### src/hdl/zcwc_pkg.sv
`default_nettype none
// ----------------------------------------------------------------------------
// zcwc_pkg
// Shared types and constants for the zero-crossing waveform capture block.
// ----------------------------------------------------------------------------
package zcwc_pkg;

    // width of the index and sample fields on the ports
    localparam int unsigned ADDR_W = 8;
    localparam int unsigned DATA_W = 8;

    // raw ADC code to signed: raw minus 128 flips the top bit
    localparam logic [DATA_W-1:0] SIGN_FLIP = 8'h80;
    // previous sample after arm, positive so the first sample is no crossing
    localparam logic [DATA_W-1:0] PREV_ARM  = 8'h7F;
    localparam logic [7:0]        MIN_LEN_RESET = 8'd4;

    typedef enum logic [1:0] {
        MODE_SAMPLE = 2'd0,
        MODE_ARM    = 2'd1,
        MODE_STOP   = 2'd2,
        MODE_READ   = 2'd3
    } mode_t;

    typedef enum logic [2:0] {
        ST_IDLE      = 3'd0,
        ST_WAIT      = 3'd1,
        ST_CAPTURING = 3'd2,
        ST_CAPTURED  = 3'd3,
        ST_OVERFLOW  = 3'd4
    } capture_status_t;

    // one access to the sample store, issued with each accepted word
    typedef struct packed {
        logic              take;     // a word is accepted this cycle
        logic              is_read;  // the word is a buffer read
        logic              we;       // store wdata at waddr
        logic              wr_zero;  // also store wdata as entry 0
        logic [ADDR_W-1:0] waddr;
        logic [DATA_W-1:0] wdata;
        logic [ADDR_W-1:0] raddr;
    } store_req_t;

endpackage : zcwc_pkg
`default_nettype wire

### src/hdl/zcwc_store.sv
`default_nettype none
// ----------------------------------------------------------------------------
// zcwc_store
// Sample store: one synchronous RAM with a registered read, per-entry valid
// bits so that unwritten entries read as zero, and entry 0 held in a register
// so a crossing can write its own index and entry 0 in the same cycle.
// ----------------------------------------------------------------------------
module zcwc_store #(
    parameter int unsigned DEPTH = 256
) (
    input  wire                       aclk,
    input  wire                       aresetn,
    input  zcwc_pkg::store_req_t      req,
    output logic [zcwc_pkg::DATA_W-1:0] rd_value
);
    import zcwc_pkg::*;

    localparam int unsigned IW = $clog2(DEPTH);
    localparam logic [ADDR_W-1:0] ADDR_LAST = ADDR_W'(DEPTH - 1);

    logic [DATA_W-1:0] mem [DEPTH];
    logic [DEPTH-1:0]  valid_reg;
    logic [DEPTH-1:0]  valid_next;
    logic [DATA_W-1:0] entry0_reg;
    logic [DATA_W-1:0] entry0_next;
    logic [DATA_W-1:0] mem_q_reg;
    logic              sel_mem_reg;
    logic              sel_mem_next;
    logic [DATA_W-1:0] alt_reg;
    logic [DATA_W-1:0] alt_next;

    logic [IW-1:0] widx;
    logic [IW-1:0] ridx;
    logic          r_in_range;
    logic          r_is_zero;

    assign widx       = req.waddr[IW-1:0];
    assign ridx       = req.raddr[IW-1:0];
    assign r_in_range = (req.raddr <= ADDR_LAST);
    assign r_is_zero  = (req.raddr == '0);

    // RAM write port and registered read port
    always_ff @(posedge aclk) begin
        if (req.we) begin
            mem[widx] <= req.wdata;
        end
        if (req.take && req.is_read) begin
            mem_q_reg <= mem[ridx];
        end
    end

    // valid bits, entry 0 and read select
    always_comb begin
        valid_next   = valid_reg;
        entry0_next  = entry0_reg;
        sel_mem_next = sel_mem_reg;
        alt_next     = alt_reg;
        if (req.we) begin
            valid_next[widx] = 1'b1;
            if (req.wr_zero || (req.waddr == '0)) begin
                entry0_next = req.wdata;
            end
        end
        if (req.take) begin
            sel_mem_next = req.is_read && r_in_range && !r_is_zero && valid_reg[ridx];
            alt_next     = (req.is_read && r_is_zero) ? entry0_reg : '0;
        end
    end

    always_ff @(posedge aclk) begin
        if (!aresetn) begin
            valid_reg   <= '0;
            entry0_reg  <= '0;
            sel_mem_reg <= 1'b0;
            alt_reg     <= '0;
        end else begin
            valid_reg   <= valid_next;
            entry0_reg  <= entry0_next;
            sel_mem_reg <= sel_mem_next;
            alt_reg     <= alt_next;
        end
    end

    assign rd_value = sel_mem_reg ? mem_q_reg : alt_reg;

`ifndef ASSERT_OFF
    // a write to entry 0 always lands in the entry 0 register
    a_entry0_write: assert property (@(posedge aclk) disable iff (!aresetn)
        (req.we && (req.waddr == '0)) |=> (entry0_reg == $past(req.wdata)))
        else $error("entry 0 register missed a write");

    // a non-read word always returns zero on the next cycle
    a_nonread_zero: assert property (@(posedge aclk) disable iff (!aresetn)
        (req.take && !req.is_read) |=> (rd_value == '0))
        else $error("read value not zero for non-read word");

    // a written entry is marked valid
    a_valid_set: assert property (@(posedge aclk) disable iff (!aresetn)
        req.we |=> valid_reg[$past(widx)])
        else $error("valid bit not set after write");
`endif

endmodule : zcwc_store
`default_nettype wire

### src/hdl/zero_cross_waveform_capture.sv
`default_nettype none
// A result word is registered and is valid in the cycle after its input word is accepted.
// Throughput: one word per cycle unless the master side stalls; the capture
// state and the store read/write both complete in the accepting cycle, and
// a stalled master side holds s_tready low (s_tready = !m_tvalid || m_tready).
// Reset: synchronous, active low; status idle, index zero, min_length 4, and
// the store reads as all zero at once through per-entry valid bits.
// ----------------------------------------------------------------------------
// zero_cross_waveform_capture
// Captures one waveform cycle between rising zero crossings into a sample
// store and serves buffer reads, one result word per input word.
// ----------------------------------------------------------------------------
module zero_cross_waveform_capture #(
    parameter int unsigned BUFFER_DEPTH = 256
) (
    input  wire         aclk,
    input  wire         aresetn,
    // configuration: min_length
    input  wire         cfg_we,
    input  wire  [7:0]  cfg_wdata,
    // input words
    input  wire         s_tvalid,
    output logic        s_tready,
    input  wire  [15:0] s_tdata,   // [7:0] sample, [15:8] read_index
    input  wire  [1:0]  s_tuser,   // [1:0] mode
    // result words
    output logic        m_tvalid,
    input  wire         m_tready,
    output logic [23:0] m_tdata    // [2:0] status, [10:3] length, [18:11] read_value
);
    import zcwc_pkg::*;

    localparam int unsigned IW = $clog2(BUFFER_DEPTH);
    localparam logic [IW-1:0] IDX_LAST = IW'(BUFFER_DEPTH - 1);

    capture_status_t   status_reg, status_next;
    logic [IW-1:0]     wr_idx_reg, wr_idx_next;
    logic [DATA_W-1:0] prev_reg, prev_next;
    logic [7:0]        min_len_reg;
    logic              out_valid_reg, out_valid_next;
    capture_status_t   out_status_reg, out_status_next;
    logic [7:0]        out_len_reg, out_len_next;

    logic              s_fire;
    mode_t             mode;
    logic [DATA_W-1:0] samp;
    logic              crossing;
    logic              len_ok;
    store_req_t        req;
    logic [DATA_W-1:0] rd_value;

    assign s_tready = !out_valid_reg || m_tready;
    assign s_fire   = s_tvalid && s_tready;
    assign mode     = mode_t'(s_tuser[1:0]);
    assign samp     = s_tdata[7:0] ^ SIGN_FLIP;
    assign crossing = !samp[DATA_W-1] && prev_reg[DATA_W-1];
    assign len_ok   = (8'(wr_idx_reg) >= min_len_reg);

    // capture control and store request
    always_comb begin
        status_next     = status_reg;
        wr_idx_next     = wr_idx_reg;
        prev_next       = prev_reg;
        req             = '0;
        req.take        = s_fire;
        req.is_read     = (mode == MODE_READ);
        req.waddr       = ADDR_W'(wr_idx_reg);
        req.wdata       = samp;
        req.raddr       = s_tdata[15:8];
        if (s_fire) begin
            unique case (mode)
                MODE_SAMPLE: begin
                    if (status_reg == ST_WAIT) begin
                        req.we    = 1'b1;
                        prev_next = samp;
                        if (crossing) begin
                            req.wr_zero = 1'b1;
                            status_next = ST_CAPTURING;
                            wr_idx_next = IW'(1);
                        end else begin
                            wr_idx_next = (wr_idx_reg == IDX_LAST) ? '0
                                                                   : wr_idx_reg + 1'b1;
                        end
                    end else if (status_reg == ST_CAPTURING) begin
                        req.we    = 1'b1;
                        prev_next = samp;
                        priority if (wr_idx_reg == IDX_LAST) begin
                            status_next = ST_OVERFLOW;
                        end else if (crossing && len_ok) begin
                            status_next = ST_CAPTURED;
                        end else begin
                            wr_idx_next = wr_idx_reg + 1'b1;
                        end
                    end
                end
                MODE_ARM: begin
                    status_next = ST_WAIT;
                    wr_idx_next = '0;
                    prev_next   = PREV_ARM;
                end
                MODE_STOP: begin
                    status_next = ST_IDLE;
                end
                MODE_READ: begin
                end
                default: begin
                end
            endcase
        end
    end

    // output register
    always_comb begin
        out_valid_next  = out_valid_reg;
        out_status_next = out_status_reg;
        out_len_next    = out_len_reg;
        if (s_fire) begin
            out_valid_next  = 1'b1;
            out_status_next = status_next;
            out_len_next    = 8'(wr_idx_next);
        end else if (m_tready) begin
            out_valid_next  = 1'b0;
        end
    end

    always_ff @(posedge aclk) begin
        if (!aresetn) begin
            status_reg     <= ST_IDLE;
            wr_idx_reg     <= '0;
            prev_reg       <= '0;
            min_len_reg    <= MIN_LEN_RESET;
            out_valid_reg  <= 1'b0;
            out_status_reg <= ST_IDLE;
            out_len_reg    <= '0;
        end else begin
            status_reg     <= status_next;
            wr_idx_reg     <= wr_idx_next;
            prev_reg       <= prev_next;
            if (cfg_we) begin
                min_len_reg <= cfg_wdata;
            end
            out_valid_reg  <= out_valid_next;
            out_status_reg <= out_status_next;
            out_len_reg    <= out_len_next;
        end
    end

    zcwc_store #(
        .DEPTH (BUFFER_DEPTH)
    ) u_store (
        .aclk     (aclk),
        .aresetn  (aresetn),
        .req      (req),
        .rd_value (rd_value)
    );

    assign m_tvalid = out_valid_reg;
    assign m_tdata  = {5'b0, rd_value, out_len_reg, out_status_reg};

`ifndef ASSERT_OFF
    // overflow is only reached at the last index and stays there
    a_ovf_last: assert property (@(posedge aclk) disable iff (!aresetn)
        (status_reg == ST_OVERFLOW) |-> (wr_idx_reg == IDX_LAST))
        else $error("overflow with index short of the last entry");

    // capture always starts past entry 0
    a_cap_nonzero: assert property (@(posedge aclk) disable iff (!aresetn)
        (status_reg == ST_CAPTURING) |-> (wr_idx_reg != '0))
        else $error("capturing at index zero");

    // samples while idle leave the capture state alone
    a_idle_ignore: assert property (@(posedge aclk) disable iff (!aresetn)
        (s_fire && (mode == MODE_SAMPLE) && (status_reg == ST_IDLE))
        |=> ((status_reg == ST_IDLE) && $stable(wr_idx_reg) && $stable(prev_reg)))
        else $error("sample changed state while idle");

    // the result word reports the state the accepted word left behind
    a_out_tracks: assert property (@(posedge aclk) disable iff (!aresetn)
        s_fire |=> (m_tvalid && (m_tdata[2:0] == status_reg)
                    && (m_tdata[10:3] == 8'(wr_idx_reg))))
        else $error("result word does not match capture state");
`endif

endmodule : zero_cross_waveform_capture
`default_nettype wire
### config.mk
export PLATFORM = sky130hd
export DESIGN_NAME = zero_cross_waveform_capture
export DESIGN_NICKNAME = d
export VERILOG_FILES = /design/src/hdl/zcwc_pkg.sv /design/src/hdl/zcwc_store.sv /design/src/hdl/zero_cross_waveform_capture.sv
export SDC_FILE = /design/constraint.sdc
export NUM_CORES = 2
export LEC_CHECK = 0
export ABC_CLOCK_PERIOD_IN_PS = 5400
export BUFFER_PORTS_ARGS = -buffer_cell sky130_fd_sc_hd__buf_2
export CAP_MARGIN = 10
export CORE_UTILIZATION = 40
export CTS_CLUSTER_SIZE = 25
export DETAILED_ROUTE_END_ITERATION = 10
export HOLD_SLACK_MARGIN = 0.08
export PLACE_DENSITY = 0.6
export SYNTH_ARGS = -nofsm -noshare
export SYNTH_HDL_FRONTEND = slang
export SYNTH_SLANG_ARGS = --single-unit
### constraint.sdc
create_clock -name aclk -period 5.4 [get_ports aclk]
set_input_delay 0.54 -clock aclk [delete_from_list [all_inputs] [get_ports aclk]]
set_output_delay 0.54 -clock aclk [all_outputs]
set_load 0.01 [all_outputs]
# --- Word level (Yosys, flattened, before mapping) ---
# Memories as Yosys holds them, arrays and structs flattened. A register that Yosys moved wholly into a read port is not among the register bits.
# Cells that the tools add are included.
word_totals:
  ff_bits: 312
  ram_bits: 2048
  out_inout_bits: 26
  n_memories: 1
classes:
  n_addsub: 1
  n_lt_le_gt_ge: 5
  n_eq_ne: 7
  mux: 34
  n_bitwise: 2
  n_reduce_logical: 20
memory_table:
  columns: ["name", "depth", "word_bits", "read_ports", "rd_ports_with_merged_regs", "write_ports", "line_no", "source"]
  rows:
  - ["u_store.mem", 256, 8, 1, 1, 1, "zcwc_store.sv:21", "logic [DATA_W-1:0] mem [DEPTH];"]
op_table:
  columns: ["operator", "count"]
  rows:
  - ["bitwise OR 256 bit", 1]
  - ["2-to-1 mux 8 bit", 11]
  - ["case mux 8 bit (2 select lines)", 2]
  - ["< comparator 8 x 9 -> 1 bit (second input constant)", 2]
  - ["2-to-1 mux 3 bit", 6]
  - ["zero test 8 bit", 2]
  - ["2-to-1 mux 1 bit", 10]
  - ["logical AND 1 bit", 9]
  - ["case mux 3 bit (3 select lines)", 1]
  - ["adder 8 x 1 -> 8 bit (second input constant)", 1]
  - ["binary-select mux 1 bit (select 8 bit)", 1]
  - ["demux 1 bit (select 8 bit)", 1]
  - ["== test 8 bit (second input constant)", 1]
  - [">= comparator 8 x 1 -> 1 bit (second input constant)", 1]
  - [">= comparator 8 bit", 1]
  - ["less-or-equal comparator 8 bit (second input constant)", 1]
  - ["== test 2 bit (second input constant)", 2]
  - ["2-to-1 mux 2 bit", 2]
  - ["nonzero test 2 bit", 2]
  - ["== test 3 x 1 -> 1 bit (second input constant)", 1]
  - ["== test 3 x 2 -> 1 bit (second input constant)", 1]
  - ["!= test 3 bit (second input constant)", 1]
  - ["AND reduction 3 bit", 1]
  - ["== test 2 x 1 -> 1 bit (second input constant)", 1]
  - ["5 further kinds", 7]

# --- Longest topological paths before layout ---
logic_depth:
  depth_word: 8
  ltp_mapped: 12

# --- Cells and area by module ---
# From an unflattened synthesis, not the netlist that was laid out.
unflattened:
  hier_cells: 4850
  area_unflattened_um2: 91746.7
modules_own_cells:
  columns: ["module", "instances", "cells_each", "area_each_um2", "seq_area_each_um2"]
  rows:
  - ["zcwc_store", 1, 4612, 89842.4, 67204.5]
  - ["zero_cross_waveform_capture", 1, 238, 1904.3, 640.6]

# --- Worst setup path after synthesis ---
# No wires, ideal clock.
synth_path:
  path_type: "input to register"
  from: "input port s_tdata[7]"
  to: "memory u_store.mem[0][7], data pin"
  setup_ns: 0.772
  t_arrival_ns: 3.293
  slack_ns: 1.334
  cell_stages: 1
  path_buffers: 0
  cell_sequence: "inv_1"
synth_via:
  elab_chain_len: 1
synth_rtl:
  columns: ["item", "line_no", "source"]
  rows:
  - ["from (decl)", "zero_cross_waveform_capture.sv:24", "input wire [15:0] s_tdata,"]
  - ["inverter 1 bit (no source line)", null, null]
  - ["to (decl)", "zcwc_store.sv:21", null]
# Every way passes these cells.

# --- Worst setup path after layout ---
layout_path:
  from: "register status_reg[1]"
  to: "memory u_store.mem[175][4], enable pin"
layout_via:
  elab_chain_len: 7
layout_rtl:
  columns: ["item", "line_no", "source"]
  rows:
  - ["from (decl)", "zero_cross_waveform_capture.sv:36", "capture_status_t status_reg, status_next;"]
  - ["from (signal assigned)", "zero_cross_waveform_capture.sv:136", "status_reg <= status_next;"]
  - ["== test 3 x 2 -> 1 bit", "zero_cross_waveform_capture.sv:84", "end else if (status_reg == ST_CAPTURING) begin"]
  - ["2-to-1 mux 1 bit", "zero_cross_waveform_capture.sv:84", null]
  - ["2-to-1 mux 1 bit *", "zero_cross_waveform_capture.sv:73", "if (status_reg == ST_WAIT) begin"]
  - ["2-to-1 mux 2 bit *", "zero_cross_waveform_capture.sv:71", "unique case (mode)"]
  - ["2-to-1 mux 2 bit *", "zero_cross_waveform_capture.sv:70", "if (s_fire) begin"]
  - ["2-to-1 mux 1 bit *", "zcwc_store.sv:44", "if (req.we) begin"]
  - ["2-to-1 mux 1 bit (not written as such) *", "zcwc_store.sv:45", "mem[widx] <= req.wdata;"]
# Every way passes the cells marked *; elsewhere a longest branch is shown, timed or not.

==> run summary <==
STA
------------------------------------------------------------------------------------
Hold Fails Final Rpt ..................................................            0
RSZ-0062 raised after global routing ..................................           no
Highest clock frequency the design can meet ...........................      266 MHz
Final worst path period need ..........................................      3.76 ns
Worst slew margin relative to its limit ...............................        22.6%
Final setup violation count ...........................................            0
Transition at the pin with the smallest max-transition slack ..........      1.16 ns
Number of max-slew violations in the final report .....................            0
Setup Skew ............................................................    0.0472 ns
Share of the clock period used by the worst path ......................        69.7%
Sum of negative setup slack ...........................................         0 ns
Minimum setup slack in the final design ...............................      1.64 ns

DRT
------------------------------------------------------------------------------------
Count of antenna-violating nets left after detailed routing ...........            0
First-pass iteration count of the detailed router .....................            6
Iteration-0 DRC Markers ...............................................        5,280
Detailed-route wire length per cell ...................................      29.4 um
Via count .............................................................       45,600
Total routed wirelength ...............................................   235,000 um
Number of remaining DRC errors ........................................            0
Via density ...........................................................         5.70

DIE
------------------------------------------------------------------------------------
Starting density of the core ..........................................        40.4%
Io pins ...............................................................           57
Die width .............................................................       479 um
Die height ............................................................       479 um
Number of standard-cell rows in the floorplan .........................          174
Placeable core region .................................................  225,000 um2
Full die area .........................................................  229,000 um2

WORST SETUP PATH
------------------------------------------------------------------------------------
Worst Setup Path Type ................................................. flop to flop
Setup crit start kind .................................................         flop
Worst Path Required ...................................................      5.89 ns
Endpoint of the most critical register-to-register path ............... u_store.mem[175][4]
Critical register-to-register path startpoint ......................... status_reg[1]
Worst setup slack for register-to-register paths ......................      1.64 ns
Data arrival time of the worst path ...................................      4.25 ns
Largest fanout on the critical path ...................................           16
Worst R2R Path Depth ..................................................            7
Critical Path Sink Type ...............................................         flop
Launching instance or port of the critical path ....................... status_reg[1]

CLOCKING
------------------------------------------------------------------------------------
Setup Fix Bufs, Post-CTS ..............................................            0
Clock tree sinks ......................................................        2,361
Number of buffers created by CTS ......................................          228
CTS root buffer ....................................................... sky130_fd_sc_hd__clkbuf_16
Number of levels in the clock H-tree ..................................            4
Clock latency at the later pin of the worst-skew pair .................      0.88 ns
Clk slew on worst S/H paths ...........................................      0.06 ns
Clock Path Buffers ....................................................            3
TritonCTS clock tree ..................................................          yes

YOSYS
------------------------------------------------------------------------------------
Most common flop cell mapped by yosys ................................. sky130_fd_sc_hd__edfxtp_1
Number of synthesized flops with an enable pin ........................        2,056
Number of synthesized register bits ...................................        2,361
Number of different library cells in the post-synthesis netlist .......           57
Synthesized instance count ............................................        4,573
Top-area cell type share of the netlist area ..........................        67.9%
Sequential fraction of the synthesis area .............................        74.6%
Biggest area contributors in the synthesized netlist .................. sky130_fd_sc_hd__edfxtp_1 68%, sky130_fd_sc_hd__mux4_2 17%, sky130_fd_sc_hd__dfxtp_1 6.7%
Synthesis warning total ...............................................            0
Post-synthesis cell type with the largest combined area ............... sky130_fd_sc_hd__edfxtp_1
Cell area after synthesis .............................................   90,900 um2
Synthesized area per cell .............................................     19.9 um2
Asr flop ratio synth ..................................................           0%

PLACE
------------------------------------------------------------------------------------
Weighted congestion at the end of routability-driven global placement .        0.869
Final HPWL from detailed placement ....................................   140,000 um
Placed Area ...........................................................   95,600 um2
Number of cells in the design after placement .........................        7,544
Count of input and output buffers .....................................           51
Worst setup timing slack at the placement stage .......................     0.926 ns

FINAL LAYOUT
------------------------------------------------------------------------------------
Max reg flops .........................................................        2,048
Share of cells above drive strength 1 .................................        26.6%
Highest-count cells in the layout ignoring fill and taps .............. 2,056 x sky130_fd_sc_hd__edfxtp_1, 786 x sky130_fd_sc_hd__nor2_1, 699 x sky130_fd_sc_hd__mux4_2
Final layout net count ................................................        4,846
Filler cells ..........................................................       18,800
Area added between synthesis and finish ...............................        13.6%
Commonest non-fill, non-tap cell in the layout ........................ sky130_fd_sc_hd__edfxtp_1
Final std cells w/o fill ..............................................        7,999
Post-route cell area ..................................................  103,000 um2

MIN PATH
------------------------------------------------------------------------------------
Start point of the worst min-delay path ...............................      aresetn
Hold worst-path end ................................................... out_status_reg[2]
Min-Delay Path Class .................................................. input port to flop
Hold Path Stages ......................................................            3

PWR
------------------------------------------------------------------------------------
Overall power .........................................................    37,600 uW
Maximum resistive drop on vdd .........................................     0.360 mV
Share of total power in the clock network .............................        42.5%
Power spent charging and discharging nets .............................      8020 uW
Fraction of power consumed by sequential logic ........................        52.8%
Internal Dissipation ..................................................    29,500 uW
Static leakage ........................................................    0.0325 uW
Power per standard cell area ..........................................   364 nW/um2
Switching fraction of total power .....................................        21.3%
Proportion of power drawn by combinational gates ......................         4.7%

GLOBAL ROUTE
------------------------------------------------------------------------------------
GRT Residual Overflow .................................................            0
Pin count of the biggest net entering global routing ..................          170
Number of antenna violations at the first check in global routing .....           14
Via count of the first global-routing pass ............................       45,600
Overall fraction of global-route tracks in use ........................        20.5%
First-pass GRT wire length ............................................   338,000 um

JOB
------------------------------------------------------------------------------------
Max-cap viol count ....................................................            0

OUTCOME
------------------------------------------------------------------------------------
Run status ............................................................ finished clean

==> cell type report <==
type	count	area, um2	share of cell area, %
antenna	4	10.0	0.00969
clock buffer	308	6310	6.11
clock inverter	122	1210	1.17
inverter	16	75.1	0.0727
multi-input combinational	1935	21800	21.1
sequential	2361	67800	65.7
tap	2992	3740	3.62
timing repair buffer	261	2330	2.26
==> per-stage QoR <==
stage,hold slack (ns),util (%)
floorplan,0.432,-
global placement,0.442,42.4
detailed placement,0.452,42.4
CTS,0.0843,45.8
global route,0.103,45.8
finish,0.0991,45.8
==> what timing repair did <==
action                                 in CTS  in global routing
gates resized for setup                     0                  0
hold buffers                               21                  0
endpoints found under the hold margin      12                  0
==> layer usage <==
metal	share of wire (%)	routed length (um)	global-route usage (%)
met5	0	0	0
met4	2.6	6210	5.60
met3	8.1	19000	3.86
met2	48	112000	32.4
met1	42	98000	29.1
==> power by group through the flow <==
| stage | Combinational (uW) | Sequential, uW | Clock [uW] |
|---|---|---|---|
| after detailed placement | 1770 | 20200 | 0 |
| final | 1770 | 19800 | 16000 |
| after floorplan | 969 | 20200 | 0 |
| after CTS | 1790 | 19800 | 16200 |
| after global routing | 1850 | 19800 | 16800 |
| after global placement | 1750 | 20200 | 0 |
==> Yosys cell counts, drive strengths merged (3+ instances only) <==
cell and n:
a2111oi 3, nand2 75, nand4 5, o21a 25
nor3 19, o32ai 4, mux2 17, nor2b 14
and2 4, nand3 14, o21ai 33, nand2b 6
buf 130, nor4 6, a221oi 11, dfxtp 305
clkbuf 135, o22ai 5, mux2i 35, nor3b 3
a211oi 9, ha 12, o31ai 3, and3 3
nand3b 4, a22oi 45, or3 7, inv 16
nor2 789, a31oi 10, edfxtp 2056, a22o 9
a21oi 39, mux4 699
==> worst max-delay path, cell delays in order, from the launching register on <==
cell	delay, ns
sky130_fd_sc_hd__dfxtp_1	0.37
sky130_fd_sc_hd__nand2b_1	0.23
sky130_fd_sc_hd__a21oi_1	0.40
sky130_fd_sc_hd__nand2_1	0.29
sky130_fd_sc_hd__nor3b_1	0.46
sky130_fd_sc_hd__buf_4	0.20
sky130_fd_sc_hd__nand2_1	0.47
sky130_fd_sc_hd__nor2_1	0.94
==> cell families (layout without fill, tap and decap cells) <==
family / count (synthesis) / count (layout) / share of synthesized area [%]
AOI/OAI and AO/OA: 215 / 215 / 1.64
adders and majority gates: 12 / 12 / 0.165
buffers and inverters: 281 / 707 / 1.54
DFF: 2361 / 2361 / 74.6
muxes: 751 / 751 / 17.9
other: 1 / 9 / 0.00412
and+or+nand+nor: 952 / 952 / 4.14
==> how the worst max path moves through the flow <==
stage,to,cells past startpoint
floorplan,u_store.mem[0][7],1
global route,u_store.mem[164][0],7
finish,u_store.mem[175][4],7
global placement,u_store.mem_q_reg[0],8
detailed placement,u_store.mem_q_reg[0],8
CTS,u_store.mem[164][7],7
(Power assumes the default switching activity.)
